## src/rnc_pkg.sv

```systemverilog
// Shared types, constants and character mapping functions of the radix-40 name codec.
// No dependencies; every other file of the codec refers to this package by scoped names.
`default_nettype none

package rnc_pkg;

   localparam int CODE_W     = 30;          // packed code width
   localparam int RADIX      = 40;
   localparam int DIGITS     = 5;           // name characters in a code
   localparam int NAME_CHARS = 5;           // length at which name_length saturates
   localparam int DIGIT_W    = 6;
   localparam int TYPE_W     = 3;
   localparam int TYPE_OUT_W = 4;
   localparam int LEN_W      = 3;
   localparam int CHAR_W     = 8;
   localparam int WORD_W     = 32;
   localparam logic [CODE_W-1:0] TYPE_WEIGHT = CODE_W'(102400000);   // 40^5

   localparam logic [DIGIT_W-1:0] BAD_DIGIT  = 6'd40;
   localparam logic [DIGIT_W-1:0] SYM_BASE   = 6'd27;
   localparam logic [DIGIT_W-1:0] NUM_BASE   = 6'd30;

   localparam logic [CHAR_W-1:0] CH_NUL   = 8'h00;
   localparam logic [CHAR_W-1:0] CH_SPACE = 8'h20;
   localparam logic [CHAR_W-1:0] CH_STAR  = 8'h2A;
   localparam logic [CHAR_W-1:0] CH_DOT   = 8'h2E;
   localparam logic [CHAR_W-1:0] CH_DASH  = 8'h2D;
   localparam logic [CHAR_W-1:0] CH_ZERO  = 8'h30;
   localparam logic [CHAR_W-1:0] CH_NINE  = 8'h39;
   localparam logic [CHAR_W-1:0] CH_UC_A  = 8'h41;
   localparam logic [CHAR_W-1:0] CH_UC_Z  = 8'h5A;
   localparam logic [CHAR_W-1:0] CH_LC_A  = 8'h61;
   localparam logic [CHAR_W-1:0] CH_LC_Z  = 8'h7A;

   typedef enum logic {
      CMD_ENCODE = 1'b0,
      CMD_DECODE = 1'b1
   } cmd_type;

   typedef struct packed {
      cmd_type                command;
      logic [TYPE_W-1:0]      type_in;
      logic [LEN_W-1:0]       name_length;
      logic [CHAR_W-1:0]      char_in0;
      logic [CHAR_W-1:0]      char_in1;
      logic [CHAR_W-1:0]      char_in2;
      logic [CHAR_W-1:0]      char_in3;
      logic [CHAR_W-1:0]      char_in4;
      logic [WORD_W-1:0]      packed_word;
   } req_type;

   typedef struct packed {
      logic [CODE_W-1:0]      packed_code;
      logic                   valid_res;
      logic [TYPE_OUT_W-1:0]  type_out;
      logic [CHAR_W-1:0]      char_out0;
      logic [CHAR_W-1:0]      char_out1;
      logic [CHAR_W-1:0]      char_out2;
      logic [CHAR_W-1:0]      char_out3;
      logic [CHAR_W-1:0]      char_out4;
      logic [LEN_W-1:0]       prefix_length;
      logic                   is_empty;
   } rsp_type;

   // What one lane hands to the merge stage
   typedef struct packed {
      logic [CODE_W-1:0]      term;     // digit times its positional weight
      logic                   bad;      // character outside the symbol set
      logic [CODE_W-1:0]      quot;     // decode word divided by the lane's power of 40
   } lane_out_type;

   function automatic logic [DIGIT_W-1:0] char_to_digit(input logic [CHAR_W-1:0] c);
      logic [DIGIT_W-1:0] d;
      d = BAD_DIGIT;
      if (c == CH_SPACE || c == CH_NUL) begin
         d = '0;
      end else if (c >= CH_UC_A && c <= CH_UC_Z) begin
         d = DIGIT_W'(c - CH_UC_A + 8'd1);
      end else if (c >= CH_LC_A && c <= CH_LC_Z) begin
         d = DIGIT_W'(c - CH_LC_A + 8'd1);
      end else if (c >= CH_ZERO && c <= CH_NINE) begin
         d = DIGIT_W'(c - CH_ZERO) + NUM_BASE;
      end else if (c == CH_STAR) begin
         d = SYM_BASE;
      end else if (c == CH_DOT) begin
         d = SYM_BASE + 6'd1;
      end else if (c == CH_DASH) begin
         d = SYM_BASE + 6'd2;
      end
      return d;
   endfunction

   function automatic logic [CHAR_W-1:0] digit_to_char(input logic [DIGIT_W-1:0] d);
      logic [CHAR_W-1:0] c;
      if (d == '0) begin
         c = CH_SPACE;
      end else if (d < SYM_BASE) begin
         c = CHAR_W'(d) - 8'd1 + CH_UC_A;
      end else if (d == SYM_BASE) begin
         c = CH_STAR;
      end else if (d == SYM_BASE + 6'd1) begin
         c = CH_DOT;
      end else if (d == SYM_BASE + 6'd2) begin
         c = CH_DASH;
      end else begin
         c = CHAR_W'(d - NUM_BASE) + CH_ZERO;
      end
      return c;
   endfunction

   function automatic logic [LEN_W-1:0] prefix_len(input logic [TYPE_OUT_W-1:0] t);
      logic [LEN_W-1:0] l;
      unique case (t)
         4'd1:    l = 3'd3;
         4'd2:    l = 3'd2;
         4'd3:    l = 3'd3;
         4'd4:    l = 3'd4;
         4'd5:    l = 3'd3;
         default: l = 3'd0;
      endcase
      return l;
   endfunction

endpackage

`default_nettype wire

```

## src/rnc_req_if.sv

```systemverilog
// Request channel of the radix-40 name codec: valid/ready handshake with one command item.
// Depends on rnc_pkg for the payload type.
`default_nettype none

interface rnc_req_if;
   logic             valid;
   logic             ready;
   rnc_pkg::req_type data;

   modport source (output valid, output data, input ready);
   modport sink   (input valid, input data, output ready);
endinterface

`default_nettype wire

```

## src/rnc_rsp_if.sv

```systemverilog
// Response channel of the radix-40 name codec: valid/ready handshake with one result item.
// Depends on rnc_pkg for the payload type.
`default_nettype none

interface rnc_rsp_if;
   logic             valid;
   logic             ready;
   rnc_pkg::rsp_type data;

   modport source (output valid, output data, input ready);
   modport sink   (input valid, input data, output ready);
endinterface

`default_nettype wire

```

## src/rnc_lane.sv

```systemverilog
// One character lane: digit lookup and weighting for encode, reciprocal division for decode.
// Depends on rnc_pkg; instantiated once per character position by the top level.
`default_nettype none

module rnc_lane #(
   parameter int POS = 0
) (
   input  wire logic                        clock,
   input  wire logic                        load,
   input  wire logic                        active,
   input  wire logic [rnc_pkg::CHAR_W-1:0]  char_in,
   input  wire logic [rnc_pkg::CODE_W-1:0]  word_in,
   output rnc_pkg::lane_out_type            lane_out
);

   localparam int CODE_W = rnc_pkg::CODE_W;
   localparam longint unsigned ENC_WEIGHT =
      longint'(rnc_pkg::RADIX) ** (rnc_pkg::DIGITS - 1 - POS);
   localparam longint unsigned DIVISOR =
      longint'(rnc_pkg::RADIX) ** (rnc_pkg::DIGITS - POS);
   // floor(x / D) = (x * ceil(2^S / D)) >> S for every x below 2^CODE_W
   localparam int SHIFT   = CODE_W + $clog2(DIVISOR);
   localparam int RECIP_W = CODE_W + 1;
   localparam int PROD_W  = CODE_W + RECIP_W;
   localparam logic [RECIP_W-1:0] RECIP =
      RECIP_W'(((64'd1 << SHIFT) + DIVISOR - 64'd1) / DIVISOR);

   logic [rnc_pkg::DIGIT_W-1:0] digit;
   logic                        bad;
   logic [rnc_pkg::DIGIT_W-1:0] digit_used;
   logic [PROD_W-1:0]           prod;

   logic [CODE_W-1:0]           term_ff;
   logic                        bad_ff;
   logic [CODE_W-1:0]           quot_ff;

   always_comb begin
      digit      = rnc_pkg::char_to_digit(char_in);
      bad        = active && (digit == rnc_pkg::BAD_DIGIT);
      digit_used = (active && !bad) ? digit : '0;
      prod       = PROD_W'(word_in) * PROD_W'(RECIP);
   end

   always_ff @(posedge clock) begin
      if (load) begin
         term_ff <= CODE_W'(CODE_W'(digit_used) * CODE_W'(ENC_WEIGHT));
         bad_ff  <= bad;
         quot_ff <= CODE_W'(prod >> SHIFT);
      end
   end

   assign lane_out.term = term_ff;
   assign lane_out.bad  = bad_ff;
   assign lane_out.quot = quot_ff;

endmodule

`default_nettype wire

```

## src/rnc_merge.sv

```systemverilog
// Merge stage: sums lane terms into the code, or splits lane quotients into characters.
// Depends on rnc_pkg; holds the response register of the codec.
`default_nettype none

module rnc_merge (
   input  wire logic                         clock,
   input  wire logic                         load,
   input  wire rnc_pkg::cmd_type             command,
   input  wire logic [rnc_pkg::TYPE_W-1:0]   type_code,
   input  wire logic [rnc_pkg::CODE_W-1:0]   word,
   input  wire rnc_pkg::lane_out_type        lanes [rnc_pkg::DIGITS],
   output rnc_pkg::rsp_type                  rsp_data
);

   localparam int CODE_W = rnc_pkg::CODE_W;
   localparam int DIGITS = rnc_pkg::DIGITS;

   logic [CODE_W-1:0]           qv [DIGITS+1];
   logic [rnc_pkg::DIGIT_W-1:0] dig [DIGITS];
   logic [DIGITS:0]             tail;
   logic [rnc_pkg::CHAR_W-1:0]  ch [DIGITS];
   logic [CODE_W-1:0]           sum;
   logic                        any_bad;
   logic [rnc_pkg::TYPE_OUT_W-1:0] dec_type;
   logic                        has_prefix;
   rnc_pkg::rsp_type            rsp_in;
   rnc_pkg::rsp_type            rsp_ff;

   always_comb begin
      sum     = CODE_W'(type_code) * rnc_pkg::TYPE_WEIGHT;
      any_bad = 1'b0;
      for (int i = 0; i < DIGITS; i++) begin
         sum     = sum + lanes[i].term;
         any_bad = any_bad | lanes[i].bad;
      end

      // quotient by 40^(DIGITS-i); the undivided word closes the row
      for (int i = 0; i < DIGITS; i++) begin
         qv[i] = lanes[i].quot;
      end
      qv[DIGITS] = word;
      for (int i = 0; i < DIGITS; i++) begin
         dig[i] = rnc_pkg::DIGIT_W'(qv[i+1] - CODE_W'(qv[i] * CODE_W'(rnc_pkg::RADIX)));
      end
      dec_type   = rnc_pkg::TYPE_OUT_W'(qv[0]);
      has_prefix = (dec_type >= 4'd1) && (dec_type <= 4'd5);

      // drop trailing blanks; the first character only when a prefix is present
      tail[DIGITS] = 1'b1;
      for (int k = DIGITS - 1; k >= 0; k--) begin
         tail[k] = tail[k+1] && (dig[k] == '0);
      end
      for (int k = 0; k < DIGITS; k++) begin
         if (tail[k] && (k != 0 || has_prefix)) begin
            ch[k] = '0;
         end else begin
            ch[k] = rnc_pkg::digit_to_char(dig[k]);
         end
      end

      rsp_in = '0;
      unique case (command)
         rnc_pkg::CMD_ENCODE: begin
            rsp_in.packed_code = any_bad ? '0 : sum;
            rsp_in.valid_res   = !any_bad;
         end
         rnc_pkg::CMD_DECODE: begin
            rsp_in.valid_res     = 1'b1;
            rsp_in.type_out      = dec_type;
            rsp_in.char_out0     = ch[0];
            rsp_in.char_out1     = ch[1];
            rsp_in.char_out2     = ch[2];
            rsp_in.char_out3     = ch[3];
            rsp_in.char_out4     = ch[4];
            rsp_in.prefix_length = rnc_pkg::prefix_len(dec_type);
            rsp_in.is_empty      = (word == '0);
         end
         default: rsp_in = '0;
      endcase
   end

   always_ff @(posedge clock) begin
      if (load) begin
         rsp_ff <= rsp_in;
      end
   end

   assign rsp_data = rsp_ff;

endmodule

`default_nettype wire

```

## src/radix40_name_codec_top.sv

```systemverilog
// Radix-40 name codec, top level: request register, five character lanes, merge stage.
// Depends on rnc_pkg, rnc_req_if, rnc_rsp_if, rnc_lane and rnc_merge.
//
// Usage:
//   req_chan carries one command per item: encode (type, length, five ASCII
//   characters) or decode (32-bit stored word, top two bits ignored).
//   rsp_chan returns exactly one result item per command, in order.
// Pipeline: the lane registers load at the accepting edge and the response
//   register loads from them whenever it is empty or its result is taken;
//   the result is presented from the response register.
// Throughput: one item per cycle unless stalled. Each character position has its
//   own lane, so the five reciprocal multiplies and digit lookups run side by side.
// Stall: when rsp_chan.ready is low a held result stays put; the response
//   register and the lane stage still take an item while empty, so up to two
//   items wait inside before req_chan.ready falls.
// Reset: synchronous, active high; clears both stage valid flags. No other
//   state is reset, and there is no start-up pass.
`default_nettype none

module radix40_name_codec_top (
   input  wire logic    clock,
   input  wire logic    reset,
   rnc_req_if.sink      req_chan,
   rnc_rsp_if.source    rsp_chan
);

   localparam int DIGITS = rnc_pkg::DIGITS;
   localparam int LEN_W  = rnc_pkg::LEN_W;

   logic                         s1_valid_ff, s1_valid_in;
   logic                         s2_valid_ff, s2_valid_in;
   logic                         adv1, adv2;
   rnc_pkg::cmd_type             cmd_ff;
   logic [rnc_pkg::TYPE_W-1:0]   type_ff;
   logic [rnc_pkg::CODE_W-1:0]   word_ff;
   logic [rnc_pkg::CODE_W-1:0]   word_in;
   logic [LEN_W-1:0]             len_sat;
   logic [DIGITS-1:0]            lane_active;
   logic [rnc_pkg::CHAR_W-1:0]   lane_char [DIGITS];
   rnc_pkg::lane_out_type        lane_res [DIGITS];

   assign adv2 = !s2_valid_ff || rsp_chan.ready;
   assign adv1 = !s1_valid_ff || adv2;

   assign req_chan.ready = adv1;
   assign rsp_chan.valid = s2_valid_ff;

   always_comb begin
      s1_valid_in = adv1 ? req_chan.valid : s1_valid_ff;
      s2_valid_in = adv2 ? s1_valid_ff : s2_valid_ff;
      len_sat     = (req_chan.data.name_length > LEN_W'(rnc_pkg::NAME_CHARS))
                    ? LEN_W'(rnc_pkg::NAME_CHARS) : req_chan.data.name_length;
      word_in     = rnc_pkg::CODE_W'(req_chan.data.packed_word);
      lane_char[0] = req_chan.data.char_in0;
      lane_char[1] = req_chan.data.char_in1;
      lane_char[2] = req_chan.data.char_in2;
      lane_char[3] = req_chan.data.char_in3;
      lane_char[4] = req_chan.data.char_in4;
   end

   always_ff @(posedge clock) begin
      if (reset) begin
         s1_valid_ff <= 1'b0;
         s2_valid_ff <= 1'b0;
      end else begin
         s1_valid_ff <= s1_valid_in;
         s2_valid_ff <= s2_valid_in;
      end
   end

   always_ff @(posedge clock) begin
      if (adv1) begin
         cmd_ff  <= req_chan.data.command;
         type_ff <= req_chan.data.type_in;
         word_ff <= word_in;
      end
   end

   for (genvar g = 0; g < DIGITS; g++) begin : g_lane
      assign lane_active[g] = (LEN_W'(g) < len_sat);

      rnc_lane #(
         .POS (g)
      ) u_lane (
         .clock    (clock),
         .load     (adv1),
         .active   (lane_active[g]),
         .char_in  (lane_char[g]),
         .word_in  (word_in),
         .lane_out (lane_res[g])
      );
   end

   rnc_merge u_merge (
      .clock     (clock),
      .load      (adv2),
      .command   (cmd_ff),
      .type_code (type_ff),
      .word      (word_ff),
      .lanes     (lane_res),
      .rsp_data  (rsp_chan.data)
   );

   a_accept_fills_stage1: assert property (@(posedge clock) disable iff (reset)
      req_chan.valid && req_chan.ready |=> s1_valid_ff)
      else $error("accepted item did not reach the lane stage");

   a_stage1_moves_to_output: assert property (@(posedge clock) disable iff (reset)
      s1_valid_ff && adv2 |=> rsp_chan.valid)
      else $error("lane stage item lost on its way to the response register");

   a_stage1_holds_when_blocked: assert property (@(posedge clock) disable iff (reset)
      s1_valid_ff && !adv2 |=> s1_valid_ff && $stable(cmd_ff) && $stable(word_ff))
      else $error("lane stage item changed while blocked");

   a_bad_encode_clears_code: assert property (@(posedge clock) disable iff (reset)
      rsp_chan.valid && !rsp_chan.data.valid_res |->
         rsp_chan.data.packed_code == '0 && rsp_chan.data.type_out == '0)
      else $error("rejected encode carries a code");

   a_empty_word_decodes_blank: assert property (@(posedge clock) disable iff (reset)
      rsp_chan.valid && rsp_chan.data.is_empty |->
         rsp_chan.data.type_out == '0 && rsp_chan.data.char_out4 == '0
         && rsp_chan.data.prefix_length == '0)
      else $error("empty word produced characters or a type");

endmodule

`default_nettype wire

```

## src/flat_wrapper.sv

```systemverilog
// flat-port wrapper written by rule: the top's interface ports become plain ports
module radix40_name_codec_top_flat 
  (clock, reset, req_chan_valid, req_chan_data, req_chan_ready, rsp_chan_valid, rsp_chan_data, rsp_chan_ready);
  rnc_req_if req_chan_i ();
  rnc_rsp_if rsp_chan_i ();
  input  wire logic clock;
  input  wire logic reset;
  input wire logic [$bits(req_chan_i.valid)-1:0] req_chan_valid;
  input wire logic [$bits(req_chan_i.data)-1:0] req_chan_data;
  output wire logic [$bits(req_chan_i.ready)-1:0] req_chan_ready;
  output wire logic [$bits(rsp_chan_i.valid)-1:0] rsp_chan_valid;
  output wire logic [$bits(rsp_chan_i.data)-1:0] rsp_chan_data;
  input wire logic [$bits(rsp_chan_i.ready)-1:0] rsp_chan_ready;
  assign req_chan_i.valid = req_chan_valid;
  assign req_chan_i.data = req_chan_data;
  assign req_chan_ready = req_chan_i.ready;
  assign rsp_chan_valid = rsp_chan_i.valid;
  assign rsp_chan_data = rsp_chan_i.data;
  assign rsp_chan_i.ready = rsp_chan_ready;
  radix40_name_codec_top u_core (.clock(clock), .reset(reset), .req_chan(req_chan_i), .rsp_chan(rsp_chan_i));
endmodule
```

## config.mk

```make
export PLATFORM = sky130hd
export DESIGN_NAME = radix40_name_codec_top_flat
export DESIGN_NICKNAME = d
export VERILOG_FILES = /design/src/rnc_pkg.sv /design/src/rnc_req_if.sv /design/src/rnc_rsp_if.sv /design/src/rnc_lane.sv /design/src/rnc_merge.sv /design/src/radix40_name_codec_top.sv /design/src/flat_wrapper.sv
export SDC_FILE = /design/constraint.sdc
export NUM_CORES = 2
export LEC_CHECK = 0
export BUFFER_PORTS_ARGS = -buffer_cell sky130_fd_sc_hd__buf_2
export CAP_MARGIN = 20
export CORE_MARGIN = 2
export CORE_UTILIZATION = 40
export CTS_CLUSTER_SIZE = 10
export DETAILED_ROUTE_END_ITERATION = 16
export PLACE_DENSITY_LB_ADDON = 0.05
export SLEW_MARGIN = 20
export SYNTH_ARGS = -nofsm -noshare
export SYNTH_HDL_FRONTEND = slang
export SYNTH_SLANG_ARGS = --single-unit
```

## constraint.sdc

```tcl
create_clock -name clock -period 8.7 [get_ports clock]
set_input_delay 0 -clock clock [delete_from_list [all_inputs] [get_ports clock]]
set_output_delay 0 -clock clock [all_outputs]
set_load 0.005 [all_outputs]
```

## Yosys cells after proc, flatten, opt, wreduce, memory -nomap -nowiden

Cells that the tools add are included.
W data, S select, Z words.

| word-level totals | value |
|---|---|
| register bits | 248 |
| input port bits | 83 |

| operators by class | value |
|---|---|
| magnitude comparators | 43 |
| multiply operators | 15 |
| equality and inequality tests | 45 |
| multiplexer cells | 66 |
| bitwise operators | 5 |
| reductions and logical operators | 68 |
| add/subtract/negate cells | 60 |

Operators with widths:

| cell | count |
|---|---|
| $mux W6 | 43 |
| $mul A30 B31 Y61 const B | 3 |
| $eq A8 B6 Y1 const B | 20 |
| $mux W8 | 20 |
| $mul A30 B29 Y59 const B | 2 |
| $eq A6 B5 Y1 const B | 15 |
| $ge A8 B7 Y1 const B | 10 |
| $le A8 B7 Y1 const B | 10 |
| $add A6 B1 Y6 const B | 10 |
| $sub A6 B6 Y6 const B | 10 |
| $add A7 B7 Y8 const B | 5 |
| $add A8 B7 Y8 const B | 5 |
| $ge A8 B6 Y1 const B | 5 |
| $le A8 B6 Y1 const B | 5 |
| $logic_not A8 Y1 | 5 |
| $sub A6 B1 Y7 const B | 5 |
| $sub A6 B5 Y7 const B | 5 |
| $logic_and A1 B1 Y1 | 31 |
| $add A30 B12 Y30 | 1 |
| $add A30 B17 Y30 | 1 |
| $add A30 B22 Y30 | 1 |
| $add A30 B28 Y30 | 1 |
| $add A30 B6 Y30 | 1 |
| $add A6 B5 Y6 const B | 5 |
| 34 further kinds | 83 |

## Depth between registers and ports, before layout

| logic depth | value |
|---|---|
| depth in word-level cells | 14 |
| mapped depth | 26 |

## Cells and area by module

Synthesis repeated with hierarchy kept, for this count alone.

| second synthesis, totals | value |
|---|---|
| cell total of the unflattened synthesis | 9174 |
| area total of the unflattened synthesis | 91780.5 um2 |

Modules (own cells, without submodules):

| module | sequential area each (um2) | area each (um2) | cells each | instances |
|---|---|---|---|---|
| rnc_lane at u_core.g_lane[1].u_lane | 690.7 | 18718.0 | 1871 | 1 |
| rnc_lane at u_core.g_lane[3].u_lane | 900.9 | 16493.3 | 1658 | 1 |
| rnc_lane at u_core.g_lane[0].u_lane | 630.6 | 16403.2 | 1567 | 1 |
| rnc_lane at u_core.g_lane[2].u_lane | 810.8 | 15602.5 | 1588 | 1 |
| rnc_lane at u_core.g_lane[4].u_lane | 960.9 | 13284.0 | 1329 | 1 |
| rnc_merge | 2372.3 | 10154.7 | 1114 | 1 |
| radix40_name_codec_top | 1061.0 | 1124.8 | 47 | 1 |

## Worst setup path after synthesis

OpenSTA, ideal clock, no wires.

| timing path | value |
|---|---|
| kind | in2reg |
| start | input port req_chan_data[4] |
| end | register u_core.g_lane[3].u_lane.quot_ff[5], data pin |
| setup time | 0.260 ns |
| arrival | 6.100 ns |
| stages | 24 |
| setup slack | 2.341 ns |
| cells stage by stage | inv_1 -> fa_1 -> inv_1 -> fa_1 -> inv_1 -> fa_1 -> inv_1 -> fa_1 -> fa_1 -> fa_1 -> fa_1 -> inv_1 -> fa_1 -> inv_1 -> ha_1 -> o21a_1 -> nor2_1 -> nor4b_1 -> o2111a_1 -> o21ai_2 -> nor3_1 -> a2111o_1 -> a21oi_2 -> xnor2_1 |

| between the ends | value |
|---|---|
| cells in the longest elaborated chain, start to end | 1 |

Ends and longest elaborated chain:

| item | line | source |
|---|---|---|
| from (decl) | flat_wrapper.sv:9 | `input wire logic [$bits(req_chan_i.data)-1:0] req_chan_data;` |
| $mul A30 B31 Y61 | rnc_lane.sv:41 | `prod = PROD_W'(word_in) * PROD_W'(RECIP);` |
| named net u_core.g_lane[3].u_lane.prod[46] | rnc_lane.sv:31 | `logic [PROD_W-1:0] prod;` |
| to (signal assigned) | rnc_lane.sv:48 | `quot_ff <= CODE_W'(prod >> SHIFT);` |
| to (decl) | rnc_lane.sv:35 | `logic [CODE_W-1:0] quot_ff;` |

The timed path passes the listed nets, and every way through them passes these cells.
A chain may end at the register's enable or synchronous reset.

## Worst setup path in the final report

| timing path | value |
|---|---|
| start | input port req_chan_data[14] |
| end | register u_core.g_lane[0].u_lane.quot_ff[3], data pin |

| between the ends | value |
|---|---|
| cells in the longest elaborated chain, start to end | 1 |

Ends and longest elaborated chain:

| item | line |
|---|---|
| $mul A30 B29 Y59 | rnc_lane.sv:41 |
| named net u_core.g_lane[0].u_lane.prod[60] | rnc_lane.sv:31 |
| to (signal assigned) | rnc_lane.sv:48 |
| to (decl) | rnc_lane.sv:35 |

The timed path passes the listed nets, and every way through them passes these cells.

==> summary.txt <==
Run status
  – Outcome: complete, no violations

STA
  – Setup_tns: 0 ps
  – Slew Viols, Final: 0
  – Setup WS post-layout: roughly 900 ps
  – Clock skew: about 15 ps
  – Slew margin rel.: a little under a third
  – RSZ-0062 raised after global routing: no
  – Crit path time final: 7780 ps
  – Final setup viols: 0
  – Max frequency: 0.129 GHz
  – Crit share post-route: 89.4%
  – Fin. Hold Viols: 0
  – Slew at the pin closest to its max-slew limit: 1040 ps

Synth
  – Top_reg_cell synth: edfxtp_1
  – Complex-gate fraction of the synthesized area: 5.38%
  – Seq cells post-synth: 203
  – Post-synthesis simple-gate area fraction: 4.50%
  – Post-synth EDFFs: 201
  – Post-synthesis mux area share: 0.142%
  – Post-Syn Area: roughly 72000 um2
  – Async set-reset flop share out of synthesis: 0%
  – Main combinational cell family by area after synthesis: adder cells
  – Area contributors post-synth: fa_1, ha_1, inv_1, edfxtp_1, xnor2_1
  – Yosys cell types: 84
  – Synth Instances: 6898
  – Adder-cell share of the synthesized area: roughly 67%
  – Xor and xnor area share after synthesis: under 10%
  – Syn Area/Cell: 10.5 um2
  – Synth warnings: 0
  – Top-area cell type share of the netlist area: 42.0%
  – Seq/Total Area, Yosys: 8.42%
  – Post-synth top area cell: fa_1

Worst hold path
  – Worst hold path depth: 4
  – Hold Path Class: input port to flop

GRT
  – Vias in the first global route: 54600
  – GRT Total Usage: 29.5%
  – Initial antenna violation count: 16
  – First-pass GRT wire length: 385000 um
  – Largest net degree at the start of global routing: 66
  – Grt ovf: 0

Die
  – Chip Width: between 400 and 500 um
  – Core ar.: 179000 um2
  – I/O pins: between 150 and 200
  – Row count: 155
  – Initial Utilization: 40.4%
  – Die height: 429 um
  – Die ar.: approximately 180000 um2

Setup path
  – Critical path required time: ~9000 ps
  – Critical path fanouts, max: 13
  – Worst setup SP type: input port
  – Register-to-Register Path Depth: 15
  – Class of the most critical setup path: input port to flop
  – Worst setup EP type: flop
  – Worst EP arrival: 8110 ps

CTS
  – Post-CTS sizing: 0
  – CTS Buffer Depth: 3
  – Clk Latency, worst-skew pair: about 600 ps
  – TritonCTS buffer count: 27
  – CTS clk-pin slew, worst paths: 60 ps
  – CTS tree: done
  – Htree depth: 1
  – Sinks on Clock Net: between 200 and 250
  – Clock root cell: clkbuf_16

Layout
  – Area Overhead vs Synth: 9.08%
  – Fill cell count: 17600
  – Util after Layout: 44.0%
  – Nets: 10400
  – Share of post-route cells with drive strength above 1: 6.47%

Routing
  – Via count: just under 50000
  – Drt via density: 5.09
  – Avg WL per Cell: 27.3 um
  – Antenna viol nets, final: 0
  – Initial DRC Count: 3155
  – DRC: 0
  – DRT Pass-1 Iters: 5
  – Final WL: around 260000 um

Place
  – Hpwl dp: 237000 um
  – GP Congestion: 0.984
  – IO buf count: 161
  – Post-place setup slack: around 570 ps

Job
  – Max_cap viols: 0
worst paths after layout:
check,from,to,slack (ps)
max,req_chan_data[14],u_core.g_lane[0].u_lane.quot_ff[3]$_DFFE_PP_,920
min,req_chan_data[47],u_core.g_lane[3].u_lane.term_ff[3]$_DFFE_PP_,30
min reg2reg,u_core.g_lane[4].u_lane.term_ff[2]$_SDFFCE_PN0P_,u_core.u_merge.rsp_data[51]$_SDFFCE_PP0P_,520
max reg2reg,u_core.type_ff[0]$_DFFE_PP_,u_core.u_merge.rsp_data[77]$_SDFFCE_PP0P_,3870
layout by cell type, fill, tap and decap left out, types with 26 or more instances in the layout:
cell type      count
edfxtp_1         201
clkbuf_16         27
nand2_1          138
a21oi_1          172
o21ai_0           97
xnor2_1          114
dlygate4sd3_1     29
xor2_1            72
o21a_1            26
a21o_1            90
a31oi_1           30
nand2b_1          26
ha_1            1467
nor2b_1           34
fa_1            1515
nor2_1           173
buf_4            238
nor3_1            52
and3_1            26
inv_1           2241
buf_2            161
nand3_1           61
critical path, cell delays in order:
cell and delay [ps]:
dlygate4sd3_1 530, buf_2 290, fa_1 840, ha_1 450
inv_1 120, fa_1 550, inv_1 50, fa_1 460
fa_1 540, inv_1 60, fa_1 530, inv_1 60
fa_1 470, ha_1 310, ha_1 310, nand4_1 150
a21oi_1 80, a2111oi_0 690, a21oi_1 260, o31ai_1 510
nand4_1 290, a21o_1 270, a21oi_1 170, xnor2_1 80
synthesized netlist by cell type, drive strengths merged, types with 9 or more instances:
library cell  count
inv            2242
fa             1515
ha             1467
edfxtp          201
a21oi           173
nor2            173
nand2           139
xnor2           114
o21ai           101
a21o             90
xor2             72
nand3            61
nor3             53
nor2b            34
a31oi            31
and3             26
nand2b           26
o21a             26
and2             24
nand4            24
clkbuf           19
o21bai           19
or2              18
a211oi           17
nor4             17
or3              17
o2111ai          13
buf              12
nor3b            12
o22ai            11
a211o            10
o31ai            10
a2111oi           9
a22oi             9
layout make-up:
type / count / area (um2) / share of cell area (%)
repair buffers: 429 / 2900 / 3.69
clock buffers: 36 / 739 / 0.939
multi-input cells: 4426 / 57600 / 73.1
inverters: 2242 / 8420 / 10.7
flip-flops and latches: 203 / 6080 / 7.72
clock inverters: 9 / 67.6 / 0.0858
well taps: 2355 / 2950 / 3.74
diodes: 2 / 5.00 / 0.00636
what timing repair did:
action | CTS | global route
hold buffers | 29 | 0
setup buffers | 0 | 0
endpoints found under the hold margin | 24 | 0
kinds of logic after synthesis:
| logic type | after synthesis |
|---|---|
| compound gates | 592 |
| simple gates | 651 |
| xor+xnor | 186 |
| buf+inv | 2273 |
| other cells | 1 |
| mux | 10 |
| fa+ha+maj | 2982 |
| flops | 203 |
per-stage QoR:
stage | cells | hold slack, ps | instance area (um2)
2_1_floorplan | 6902 | 72.4 | 72200
3_3_place_gp | 9626 | 179 | 77600
3_5_place_dp | 9626 | 183 | 77600
4_1_cts | 9700 | 0.929 | 78700
5_1_grt | 9701 | 18.6 | 78700
6_report | 9702 | 29.2 | 78700
state kept, by name, indices dropped and copies added, names as in the netlist:
register / count
u_core.type_ff: 3
u_core.s1_valid_ff: 1
u_core.cmd_ff: 1
u_core.g_lane.u_lane.quot_ff: 28
u_core.word_ff: 30
u_core.u_merge.rsp_data: 79
u_core.rsp_chan.valid: 1
u_core.g_lane.u_lane.bad_ff: 5
u_core.g_lane.u_lane.term_ff: 55
layer usage:
layer / global-route usage, % / vias to the layer above / wire length, um
li1: - / 22200 / -
met1: 40.4 / 25600 / 115000
met2: 48.8 / 1272 / 125000
met3: 3.70 / 335 / 14500
met4: 9.08 / 14 / 10100
met5: 0 / - / 103
Power is not shown: default switching activity piles up to over one toggle a cycle in this logic, so the estimate is an artifact.
